==> src/rtl/fir_pkg.sv <==
`default_nettype none
package fir_pkg;

  // Ring length and coefficient table depth
  localparam int TAPS   = 16;
  localparam int ADDR_W = (TAPS > 1) ? $clog2(TAPS) : 1;
  localparam int CNT_W  = $clog2(TAPS + 1);

  // Field widths
  localparam int WORD_W      = 16;
  localparam int PROD_W      = 2 * WORD_W;
  localparam int OUT_W       = 36;
  localparam int TAP_COUNT_W = 5;
  localparam int COEF_SEL_W  = 4;
  localparam int CFG_IDX_W   = 2;
  localparam int CFG_DATA_W  = 16;

  // Configuration register indexes
  typedef enum logic [CFG_IDX_W-1:0] {
    REG_TAP_COUNT   = 2'd0,
    REG_COEF_SELECT = 2'd1,
    REG_COEF_WORD   = 2'd2
  } fir_reg_t;

  // Tags that travel with each memory read into the MAC pipeline
  typedef struct packed {
    logic valid;
    logic first;
    logic last;
  } fir_ctl_t;

endpackage
`default_nettype wire

==> src/rtl/fir_ram.sv <==
`default_nettype none
// Single-port-write, single-port-read memory with registered read data.
// Per-entry valid bits make unwritten entries read as zero after reset.
module fir_ram
  import fir_pkg::*;
(
  input  wire logic                     clk,
  input  wire logic                     rst,
  input  wire logic                     we,
  input  wire logic [ADDR_W-1:0]        waddr,
  input  wire logic signed [WORD_W-1:0] wdata,
  input  wire logic [ADDR_W-1:0]        raddr,
  output logic signed [WORD_W-1:0]      rdata
);

  logic signed [WORD_W-1:0] mem [TAPS];
  logic [TAPS-1:0]          valid;

  // Storage
  always_ff @(posedge clk) begin
    if (we) begin
      mem[waddr] <= wdata;
    end
  end

  // Entry valid bits
  always_ff @(posedge clk) begin
    if (rst) begin
      valid <= '0;
    end else if (we) begin
      valid[waddr] <= 1'b1;
    end
  end

  // Registered read port
  always_ff @(posedge clk) begin
    rdata <= valid[raddr] ? mem[raddr] : '0;
  end

endmodule
`default_nettype wire

==> src/rtl/fir_mac.sv <==
`default_nettype none
// Multiply-accumulate pipeline: tag align, product register, accumulator.
module fir_mac
  import fir_pkg::*;
(
  input  wire logic                     clk,
  input  wire logic                     rst,
  input  wire fir_ctl_t                 ctl,
  input  wire logic signed [WORD_W-1:0] coef,
  input  wire logic signed [WORD_W-1:0] sample,
  output logic signed [OUT_W-1:0]       acc,
  output logic                          done
);

  fir_ctl_t                 ctl_rd;
  fir_ctl_t                 ctl_mul;
  logic signed [PROD_W-1:0] prod;
  logic signed [OUT_W-1:0]  prod_ext;
  logic signed [OUT_W-1:0]  acc_base;

  // Tags follow the memory latency, then the multiplier stage
  always_ff @(posedge clk) begin
    if (rst) begin
      ctl_rd  <= '0;
      ctl_mul <= '0;
      done    <= 1'b0;
    end else begin
      ctl_rd  <= ctl;
      ctl_mul <= ctl_rd;
      done    <= ctl_mul.valid && ctl_mul.last;
    end
  end

  // Product register
  always_ff @(posedge clk) begin
    if (ctl_rd.valid) begin
      prod <= coef * sample;
    end
  end

  assign prod_ext = OUT_W'(prod);
  assign acc_base = ctl_mul.first ? '0 : acc;

  // Accumulator, restarted by the first tap of each sample
  always_ff @(posedge clk) begin
    if (ctl_mul.valid) begin
      acc <= acc_base + prod_ext;
    end
  end

endmodule
`default_nettype wire

==> src/rtl/fir_filter_core.sv <==
`default_nettype none
// FIR filter over a circular sample store, one tap per cycle.
// Input channel: sample_in with sample_valid / sample_ready; a transfer writes
// the sample into the ring at the write position, then the block walks the
// n taps in use (n = tap_count clamped to 1..16), one memory read of sample
// and coefficient per cycle, into a registered multiply and an accumulator.
// Output channel: filtered_out with filtered_valid / filtered_ready, a full
// Q6.30 sum with no rounding.
// The tap walk feeds the registered memory reads, the product register and the
// accumulator in that order; the next sample is taken only once the core is back
// in idle, a limit set by the single read port of each memory feeding one multiplier.
// The output register frees the input: a new sample is taken while a result
// waits; if the receiver stalls past the next sum, that sum holds in the
// accumulator and the input stays closed until the output register drains.
// Configuration: cfg_we with cfg_index / cfg_data, only while idle.
// Reset clears the ring, the coefficient table and the write position,
// sets tap_count to 16 and empties the output register.
module fir_filter_core
  import fir_pkg::*;
(
  input  wire logic                        clk,
  input  wire logic                        rst,
  input  wire logic signed [WORD_W-1:0]    sample_in,
  input  wire logic                        sample_valid,
  output logic                             sample_ready,
  output logic signed [OUT_W-1:0]          filtered_out,
  output logic                             filtered_valid,
  input  wire logic                        filtered_ready,
  input  wire logic                        cfg_we,
  input  wire logic [CFG_IDX_W-1:0]        cfg_index,
  input  wire logic [CFG_DATA_W-1:0]       cfg_data
);

  typedef enum logic [1:0] {S_IDLE, S_RUN, S_WAIT, S_HOLD} state_t;

  state_t                   state;
  logic [TAP_COUNT_W-1:0]   tap_count;
  logic [COEF_SEL_W-1:0]    coef_select;
  logic [CNT_W-1:0]         n_use;
  logic [ADDR_W-1:0]        wp;
  logic [ADDR_W-1:0]        pos;
  logic [ADDR_W-1:0]        wp_next;
  logic [ADDR_W-1:0]        k;
  logic [ADDR_W-1:0]        j;
  logic [ADDR_W-1:0]        j_next;
  logic                     k_last;
  logic                     take;
  logic                     out_free;
  logic                     out_load;
  logic                     coef_we;
  fir_ctl_t                 ctl;
  logic signed [WORD_W-1:0] coef_rd;
  logic signed [WORD_W-1:0] sample_rd;
  logic signed [OUT_W-1:0]  acc;
  logic                     mac_done;

  // Configuration registers
  always_ff @(posedge clk) begin
    if (rst) begin
      tap_count   <= TAP_COUNT_W'(TAPS);
      coef_select <= '0;
    end else if (cfg_we) begin
      case (fir_reg_t'(cfg_index))
        REG_TAP_COUNT:   tap_count   <= cfg_data[TAP_COUNT_W-1:0];
        REG_COEF_SELECT: coef_select <= cfg_data[COEF_SEL_W-1:0];
        default: ;
      endcase
    end
  end

  assign coef_we = cfg_we && (fir_reg_t'(cfg_index) == REG_COEF_WORD)
                   && (int'(coef_select) < TAPS);

  // Taps in use: zero acts as one, anything above the table as full depth
  always_comb begin
    if (tap_count == '0) begin
      n_use = CNT_W'(1);
    end else if (int'(tap_count) > TAPS) begin
      n_use = CNT_W'(TAPS);
    end else begin
      n_use = CNT_W'(tap_count);
    end
  end

  // Write position, forced to zero if stale after tap_count was lowered
  assign pos     = (CNT_W'(wp) >= n_use) ? '0 : wp;
  assign wp_next = ((CNT_W'(pos) + CNT_W'(1)) >= n_use) ? '0 : pos + ADDR_W'(1);
  assign j_next  = ((CNT_W'(j) + CNT_W'(1)) >= n_use) ? '0 : j + ADDR_W'(1);
  assign k_last  = (CNT_W'(k) == (n_use - CNT_W'(1)));

  assign sample_ready = (state == S_IDLE);
  assign take         = sample_valid && sample_ready;
  assign out_free     = !filtered_valid || filtered_ready;
  assign out_load     = out_free && (((state == S_WAIT) && mac_done) || (state == S_HOLD));

  // Read tags for the MAC pipeline
  always_comb begin
    ctl.valid = (state == S_RUN);
    ctl.first = (k == '0);
    ctl.last  = k_last;
  end

  // Sequencer, tap counters and output register
  always_ff @(posedge clk) begin
    if (rst) begin
      state          <= S_IDLE;
      wp             <= '0;
      k              <= '0;
      j              <= '0;
      filtered_valid <= 1'b0;
    end else begin
      if (out_load) begin
        filtered_out   <= acc;
        filtered_valid <= 1'b1;
      end else if (filtered_valid && filtered_ready) begin
        filtered_valid <= 1'b0;
      end
      case (state)
        S_IDLE: begin
          if (take) begin
            wp    <= wp_next;
            k     <= '0;
            j     <= pos;
            state <= S_RUN;
          end
        end
        S_RUN: begin
          k <= k + ADDR_W'(1);
          j <= j_next;
          if (k_last) begin
            state <= S_WAIT;
          end
        end
        S_WAIT: begin
          if (mac_done) begin
            if (out_load) begin
              state <= S_IDLE;
            end else begin
              state <= S_HOLD;
            end
          end
        end
        S_HOLD: begin
          if (out_load) begin
            state <= S_IDLE;
          end
        end
        default: state <= S_IDLE;
      endcase
    end
  end

  // Sample ring: written on transfer, read by the tap walk
  fir_ram u_ring (
    .clk   (clk),
    .rst   (rst),
    .we    (take),
    .waddr (pos),
    .wdata (sample_in),
    .raddr (j),
    .rdata (sample_rd)
  );

  // Coefficient table: written from the configuration port
  fir_ram u_coef (
    .clk   (clk),
    .rst   (rst),
    .we    (coef_we),
    .waddr (ADDR_W'(coef_select)),
    .wdata (signed'(cfg_data[WORD_W-1:0])),
    .raddr (k),
    .rdata (coef_rd)
  );

  fir_mac u_mac (
    .clk    (clk),
    .rst    (rst),
    .ctl    (ctl),
    .coef   (coef_rd),
    .sample (sample_rd),
    .acc    (acc),
    .done   (mac_done)
  );

endmodule
`default_nettype wire

==> config.mk <==
export PLATFORM = sky130hd
export DESIGN_NAME = fir_filter_core
export DESIGN_NICKNAME = d
export VERILOG_FILES = /design/src/rtl/fir_pkg.sv /design/src/rtl/fir_ram.sv /design/src/rtl/fir_mac.sv /design/src/rtl/fir_filter_core.sv
export SDC_FILE = /design/constraint.sdc
export NUM_CORES = 1
export LEC_CHECK = 0
export ABC_AREA = 1
export BUFFER_PORTS_ARGS = -buffer_cell sky130_fd_sc_hd__buf_2
export CAP_MARGIN = 20
export CORE_AREA = 8 8 296 298
export DETAILED_ROUTE_END_ITERATION = 7
export DIE_AREA = 0 0 304 306
export GPL_TIMING_DRIVEN = 0
export PLACE_DENSITY_LB_ADDON = 0.15
export REMOVE_ABC_BUFFERS = 1
export SKIP_LAST_GASP = 1
export SLEW_MARGIN = 10
export SYNTH_ARGS = -nofsm -noshare
export SYNTH_HDL_FRONTEND = slang
export SYNTH_HIERARCHICAL = 1
export SYNTH_SLANG_ARGS = --single-unit
==> constraint.sdc <==
create_clock -name clk -period 7.57 [get_ports clk]
set_input_delay 1.514 -clock clk [delete_from_list [all_inputs] [get_ports clk]]
set_output_delay 1.514 -clock clk [all_outputs]
set_load 0.1 [all_outputs]
==> results of run 1 <==
worst max-delay path, delay by kind of cell (launching register included):
kind	cells	cell delay, ps
fa+ha+maj	7	4310
simple gates	9	1130
flops	1	860
buf+inv	4	240
sequential cells by signal, summed over array words and instances, names as in the netlist:
register / flops
u_ring/rdata: 16
u_ring/mem: 256
u_coef/rdata: 16
u_mac/ctl_mul: 3
u_mac/acc: 36
k: 4
wp: 4
filtered_valid: 1
u_coef/valid: 16
u_mac/done: 1
coef_select: 4
u_ring/valid: 16
filtered_out: 36
u_mac/prod: 32
tap_count: 5
u_mac/ctl_rd: 3
j: 4
u_coef/mem: 256
state: 2
cell usage in the layout, fill, tap and decap left out, types with 28 or more instances in the layout:
cell,instances
sky130_fd_sc_hd__dfxtp_1,86
sky130_fd_sc_hd__nand3_1,490
sky130_fd_sc_hd__nor3_1,28
sky130_fd_sc_hd__buf_2,76
sky130_fd_sc_hd__clkbuf_16,80
sky130_fd_sc_hd__edfxtp_1,616
sky130_fd_sc_hd__nand4_1,28
sky130_fd_sc_hd__ha_1,136
sky130_fd_sc_hd__a21oi_1,81
sky130_fd_sc_hd__nor2_1,210
sky130_fd_sc_hd__nand2_1,1397
sky130_fd_sc_hd__fa_1,263
sky130_fd_sc_hd__xor2_1,36
sky130_fd_sc_hd__inv_1,1141
sky130_fd_sc_hd__o21ai_0,36
power by group through the flow:
stage / clock network, mW / logic (mW) / registers, mW
floorplan: 0 / 4.13 / 5.27
global placement: 0 / 5.61 / 5.56
detailed placement: 0 / 5.98 / 5.28
CTS: 3.88 / 6.01 / 5.20
global route: 4.03 / 6.80 / 5.24
finish: 3.80 / 5.96 / 5.20
final timing paths:
check / end / cells past startpoint
hold reg to reg: u_mac/ctl_mul[0] / 2
hold / removal: u_mac/ctl_mul[0] / 2
setup / recovery: u_mac/prod[31] / 20
setup reg to reg: u_mac/prod[31] / 20
per-layer routing:
layer / up-vias / share of wire
li1: 15043 / -
met1: 14521 / 0.44
met2: 801 / 0.48
met3: 200 / 0.052
met4: 2 / 0.031
met5: - / 0.00013
per-stage QoR:
| stage | setup TNS (ps) | setup slack [ps] | hold slack, ps |
|---|---|---|---|
| 6_report | 0 | 825 | 410 |
| 5_1_grt | 0 | 474 | 442 |
| 3_5_place_dp | 0 | 783 | 399 |
| 2_1_floorplan | 0 | 1830 | 388 |
| 3_3_place_gp | -30080 | -1890 | 392 |
| 4_1_cts | 0 | 800 | 415 |
area by class of cell:
| cell class | instances | area, µm² | area share |
|---|---|---|---|
| Sequential cell | 711 | 20400 | 0.430 |
| Multi-Input combinational cell | 2847 | 17900 | 0.376 |
| Inverter | 1161 | 4380 | 0.0922 |
| Clock buffer | 108 | 2140 | 0.0450 |
| Tap cell | 1080 | 1350 | 0.0285 |
| Timing Repair Buffer | 100 | 883 | 0.0186 |
| Clock inverter | 38 | 452 | 0.00951 |
| Antenna cell | 1 | 2.50 | 0.0000527 |
logic make-up (layout without fill, tap and decap cells):
logic type | count (synthesis) | after routing
other | 0 | 1
AO/OA/AOI/OAI | 157 | 157
flip-flops | 711 | 711
AND/OR/NAND/NOR | 2247 | 2247
adder cells (fa/ha/maj) | 399 | 399
buffers and inverters | 1337 | 1407
XOR/XNOR | 44 | 44
==> impl_summary.md, run 1 <==
Route
In this run the remaining antenna-violating nets after routing total 0. The via count of the routed design is 30567. In this run, the number of DRC markers left after iteration 0 of detailed routing was 2072. Dividing the detail-routed via count by the number of cells gives 5.06. The routed wirelength normalized by instance count is 16.7 µm. The total wire length is 101 mm. The first-pass iteration count of the detailed router is 6. The post-route DRC violation count is 0.

STA
At the pin with the least slew margin, the transition time is 1260 ps. Across the routed clock network, the largest skew measured is 37.8 ps. For this run, the top clock speed supported by timing is 148 MHz. Setup repair after global routing left no endpoint under its margin. The relative max-transition margin is 0.157. The hold violation total from the final report was 0.

The max-slew violation count is 0. The worst path in the final design needs a cycle of 6740 ps, including I/O delays and setup. The final setup violation count is 0. In the finished design, the share of the clock period the worst path needs comes to 0.891.

Logic synthesis
Among all flip-flop cells after synthesis, the most frequent one is sky130_fd_sc_hd__edfxtp_1. Yosys mapped the design onto 52 distinct sky130hd cell types. Counting flops with an async set or reset pin after synthesis yields a share of 0. The share of the synthesized area in compound gates (AO/OA/AOI/OAI) is 0.0202. Ranked by total cell area, the synthesized netlist is headed by sky130_fd_sc_hd__edfxtp_1 43%, sky130_fd_sc_hd__fa_1 12%, sky130_fd_sc_hd__nand2_1 12%. Synthesis inferred 711 register bits. The synthesized netlist occupies a cell area of 0.0435 mm². Of the total synthesized cell area, the portion taken by XOR and XNOR cells is 0.00886.

The post-synthesis sequential area ratio is 0.469. The multiplexer area fraction after synthesis is 0. Among all cell types in the netlist, the one instantiated most often is sky130_fd_sc_hd__nand2_1. The main combinational cell family by area after synthesis is simple AND/OR/NAND/NOR gates. Ranked by instance count, the synthesized netlist is headed by 1397 x sky130_fd_sc_hd__nand2_1, 1141 x sky130_fd_sc_hd__inv_1, 616 x sky130_fd_sc_hd__edfxtp_1. Of all cell types, the one taking the most synthesized area is sky130_fd_sc_hd__edfxtp_1.

The synthesized-area fraction occupied by adder cells is 0.160. The synthesized area per cell is 8.89 µm². The gate count after technology mapping is 4895. The number of flops mapped to enable cells by yosys is 616.

Of the total synthesized cell area, the portion taken by AND, OR, NAND and NOR gates is 0.217. The fraction of synthesized cell area taken by the top area cell type is 0.425. The Yosys step of the flow raised 6 warnings.

GRT
The global routing usage on met1 is 0.281. The first global-routing pass estimated 160 mm of wire. The via count of the first global-routing pass came to 30060. The number of antenna violations at the first check in global routing is 3.

The total routing usage reported by global routing is 0.214. The met3 capacity usage during global routing is 0.0283. met2 is the most crowded layer.

Entering global routing, the biggest net connects 134 pins. Global routing finished with a remaining overflow of 0. The met2 track demand over resource in global routing is 0.368.

Clock tree
The number of cells upsized or downsized after cts is 0. The CTS tree is yes. The maximum clock insertion buffer count is 3. After clock tree synthesis, the flow added hold-fix buffers numbering 0. The buffers inserted during post-CTS setup optimization is 0. The insertion delay of the later-clocked pin in the worst-skew pair is 640 ps. Clock-pin slew was measured on the worst setup and hold paths at 60 ps. The tree is rooted in a sky130_fd_sc_hd__clkbuf_16. The number of buffers created by CTS is 79.

The clock drives 711 sinks. The level count of the clock H-tree is 3.

Critical path
The slowest stage of the critical path belongs to the cell sky130_fd_sc_hd__fa_1. By startpoint and endpoint, the worst setup path is classified as register to register. The critical path starts at u_ring/rdata[4]. The critical path goes through nand2_1 > fa_1 > inv_1 > fa_1 > fa_1 > fa_1 > inv_1 > fa_1 > fa_1 > inv_1 > ha_1 > nand2_1 > nor2_1 > nand2_1 > nor3_1 > nand2_1 > nand3_1 > inv_1 > nand2_1 > nand2_1. STA classifies the critical path endpoint as a register. The startpoint type of the worst setup path is a register. In this design, the stage delay of the slowest critical-path cell is 1010 ps. The startpoint identified for the worst register-to-register timing path is u_ring/rdata[4]. The endpoint required time on the critical path is 7960 ps. Across all register-to-register paths, the minimum setup slack is 830 ps. Of all nets on the critical path, the largest fanout is 16. The arrival time reported for the critical path endpoint is 7140 ps.

Placement
Counting tap cells, the placed design contains a total of 5899 instances. At the end of routability-driven placement, the weighted congestion stood at 0.915. Buffers placed on the I/O ports in this run total 76. The wire-length estimate of the detail-placed layout is 67.0 mm. The placed instances occupy a cell area of 0.0449 mm².

Pwr
The combinational share of power is 0.398. Summed over all cells, the static leakage comes to 22.9 nW. Cell internal power was estimated by the tool at 8.90 mW. The fraction of power spent switching nets is 0.405. The clock power share is 0.254. The reported net switching power is 6.06 mW. The final total power is 15.0 mW. The largest vdd supply drop is 0.223 mV. The power per unit of standard cell area is 315 mW/mm².

Of the total power, registers draw 0.348.

Flow run
The reported max-cap violation count is 0.

Final layout
The final layout contains 5338 nets. Measured on the finished design, the core utilization comes to 0.573. After filler insertion, the fill cell instance count of the layout stands at 7222.

The number of standard cells in the final layout excluding fillers is 6046. The finished cells cover 0.0475 mm². The layout-stage area growth over the synthesis result is 9.13%. The fraction of layout instances using a drive strength above 1 is 0.0671.

Floorplanning
The starting density of the core is 0.525. The total I/O pin count is 77. The floorplan step defined a die boundary enclosing 0.0930 mm². The die is 306 µm tall. The die is 304 µm wide. The core footprint is 0.0829 mm². Row generation in the floorplan step produced 106 rows.

Min path
The hold path startpoint is u_mac/ctl_rd[0]. The class of the tightest hold or removal check is register to register.

Status
The flow ran to the end, and the final reports show no timing, DRC or antenna violations.
Note: power is estimated with default switching activity, not from simulation.
==> run 2: changes to the inputs <==
--- a/config.mk
+++ b/config.mk
@@ -8,9 +8,9 @@
 export ABC_AREA = 1
 export BUFFER_PORTS_ARGS = -buffer_cell sky130_fd_sc_hd__buf_2
 export CAP_MARGIN = 20
-export CORE_AREA = 8 8 296 298
+export CORE_AREA = 8 8 212 417
 export DETAILED_ROUTE_END_ITERATION = 7
-export DIE_AREA = 0 0 304 306
+export DIE_AREA = 0 0 220 425
 export GPL_TIMING_DRIVEN = 0
 export PLACE_DENSITY_LB_ADDON = 0.15
 export REMOVE_ABC_BUFFERS = 1
==> run 2 against run 1 <==
Net effect: first-iteration DRC count up 5.0%; worst setup slack better by 160 ps; final cell count down 0.79%; clock-buffer cell count down 29; sequential share of layout area up 0.43 points; clock skew down 1.7 ps; worst hold slack worse by 8.6 ps.
==> impl_summary.md, run 2 (same netlist as run 1, synthesis figures left out) <==
Critical path
For this run, the slowest stage of the critical path takes 910 ps. The endpoint required time on the critical path is 7980 ps. By instance count, the cell type seen most on the critical path is sky130_fd_sc_hd__fa_1. In this run the worst path has a maximum fanout of 16. The signal on the critical path passes through nand2_1 > inv_1 > fa_1 > fa_1 > inv_1 > fa_1 > fa_1 > inv_1 > fa_1 > inv_1 > fa_1 > inv_1 > ha_1 > a21o_1 > or2_2 > a21oi_1 > nand3_1 > nand2_1 > nand2_1. By startpoint and endpoint, the worst setup path is classified as register to register. The startpoint type of the worst setup path is a register.

The kind of end point of the critical path is a register. The capturing point of the worst reg2reg path is u_mac/prod[28]. The startpoint identified for the worst register-to-register timing path is u_ring/rdata[1]. The depth of the worst register-to-register path is 19.

The register-to-register path setup slack is 980 ps. The arrival time reported for the critical path endpoint is 6990 ps. The largest individual stage delay along the critical path comes from the cell sky130_fd_sc_hd__fa_1.

Floorplanning
The horizontal die dimension is 220 µm. In this run the standard cell core region covers 0.0830 mm². The die footprint is 0.0935 mm². The die is 425 µm tall. The total I/O pin count is 77. The standard-cell row count is 150. The initial utilization of the core area, before any placement, comes to 0.524.

Clock tree
Counting along the longest clock path gives a buffer depth of 3. The buffers inserted during post-CTS setup optimization is 0. The insertion delay of the later-clocked pin in the worst-skew pair is 680 ps. In this run, post-CTS repair resized a total of 0 instances. The clock slew seen by the registers of the worst setup and hold paths is 60 ps. Buffers inserted during clock tree synthesis total 60.

The number of sinks driven by the clock tree is 711. The level count of the clock H-tree is 2. The cell sitting at the root of the clock tree is a sky130_fd_sc_hd__clkbuf_16.

TritonCTS built the clock tree. The number of hold buffers added after CTS was 0.

GRT
Entering global routing, the biggest net connects 134 pins. In the global route stage, overall resource usage came out at 0.223. The via count of the first global-routing pass came to 30979. The wire length of the first global-routing pass is 164 mm. Summed over all layers, the global routing overflow is 0. The number of antenna violations at the first check in global routing is 4.

Final layout
After the last flow step, the layout net total stands at 5316. Leaving out fill and tap cells, the most frequent cell in the layout is sky130_fd_sc_hd__nand2_1. The register cell area after layout is 0.0204 mm². For this run, the share of the core covered by cells in the final layout is 0.567.

The fraction of layout instances using a drive strength above 1 is 0.0639. In the final layout, the registers with the most flip-flops are u_coef/mem x256, u_ring/mem x256. The total of fill cells in the finished design is 7335. The area of the multi-input gates is 0.0179 mm². The layout-stage area growth over the synthesis result is 8.05%. The area of all placed cells without fillers is 0.0470 mm². The number of standard cells in the final layout excluding fillers is 5998. The library cells used most frequently in the layout, excluding fill and tap cells, are 1397 x sky130_fd_sc_hd__nand2_1, 1141 x sky130_fd_sc_hd__inv_1, 616 x sky130_fd_sc_hd__edfxtp_1.

STA
For the pin with the worst max-slew slack, the measured transition is 1070 ps. In the post-route analysis, the smallest setup slack over all paths is 984 ps. After layout, the minimum clock period comes to 6590 ps. The setup TNS after final layout is 0 ps. The hold violation total from the final report came to 0. The highest clock rate is 152 MHz. Of the available clock period, the critical path in the final layout requires 0.870. Setup repair after global routing left no endpoint under its margin. The max-slew violation count is 0. Measured against its own limit, the worst slew margin works out to 0.290.

The worst clock skew is 36.1 ps. The worst hold slack after final layout is 402 ps. The final setup violation count is 0.

Placement
The congestion estimate from routability-driven global placement came to 0.903. Once placement finished, the instance area stood at 0.0449 mm². The count of port buffers added during placement is 76. The number of placed cells counting well taps is 5880. The post-DP HPWL is 69.4 mm. OpenSTA, run right after detailed placement, puts the worst setup slack at 962 ps.

Route
After detailed routing, the number of vias per cell comes to 5.10. The post-route DRC violation count is 0. The via count of the routed design is 30593.

For this block, the initial DRC count from the detailed router was 2175. The first-pass iteration count of the detailed router is 6. After detailed routing, the average wire length per cell comes to 17.2 µm. The total wire length is 103 mm. The final antenna-violating net count is 0.

Min path
The hold-critical path depth is 2. The hold path startpoint is u_mac/ctl_rd[0]. The class of the tightest hold or removal check is register to register. The worst hold endpoint is u_mac/ctl_mul[0].

Pwr
For this design the ratio of total power to cell area is 311 mW/mm². Total power for the finished layout comes to 14.6 mW. VDD sags by at most 0.263 mV. The static power due to leakage is 22.6 nW.

Status
The run finished with clean final reports.

Flow run
Across the run, the number of max-cap violations was 0.
run 2: cell count changes in the layout (fill, tap and decap cells not counted), moves of 3 or more:
cell	change
sky130_fd_sc_hd__clkbuf_16	-17
sky130_fd_sc_hd__clkbuf_1	-14
sky130_fd_sc_hd__diode_2	+5
sky130_fd_sc_hd__buf_8	-4
sky130_fd_sc_hd__clkinv_1	-4
sky130_fd_sc_hd__clkinv_2	-3
sky130_fd_sc_hd__clkinvlp_4	+3
run 2: how the worst max path moves through the flow:
stage | startpoint | to | slack, ps | cells past startpoint
detailed placement | u_ring/rdata[4] | u_mac/prod[28] | 960 | 19
global route | u_ring/rdata[4] | u_mac/prod[31] | 590 | 20
finish | u_ring/rdata[1] | u_mac/prod[28] | 980 | 19
floorplan | u_ring/rdata[4] | u_mac/prod[28] | 1830 | 19
global placement | k[0] | u_coef/rdata[1] | -1890 | 8
CTS | u_ring/rdata[4] | u_mac/prod[28] | 920 | 19
run 2: critical path: cells and delay by family, from the launching register on:
family,cells,cell delay [ps]
compound gates,2,420
fa+ha+maj,7,3830
buf+inv,5,450
flops,1,890
simple gates,5,730
run 2: area by class of cell:
type | count | share of cell area
antenna | 6 | 0.000319
sequential | 711 | 0.434
multi-input combinational | 2847 | 0.380
clock buffer | 79 | 0.0359
tap | 1064 | 0.0283
clock inverter | 33 | 0.00977
timing repair buffer | 97 | 0.0183
inverter | 1161 | 0.0931
run 2: layer usage:
layer | share of wire | up-vias | GRT usage
li1 | - | 14956 | -
met1 | 0.41 | 14578 | 0.277
met2 | 0.50 | 835 | 0.391
met3 | 0.049 | 224 | 0.0225
met4 | 0.043 | 0 | 0.0959
met5 | 0 | - | 0
run 2: where the power goes:
part,leakage (nW),internal [mW],switching [mW]
Clock,1.02,1.86,1.44
Sequential,6.34,4.67,0.600
Combinational,15.3,2.02,4.02
Total,22.6,8.55,6.05
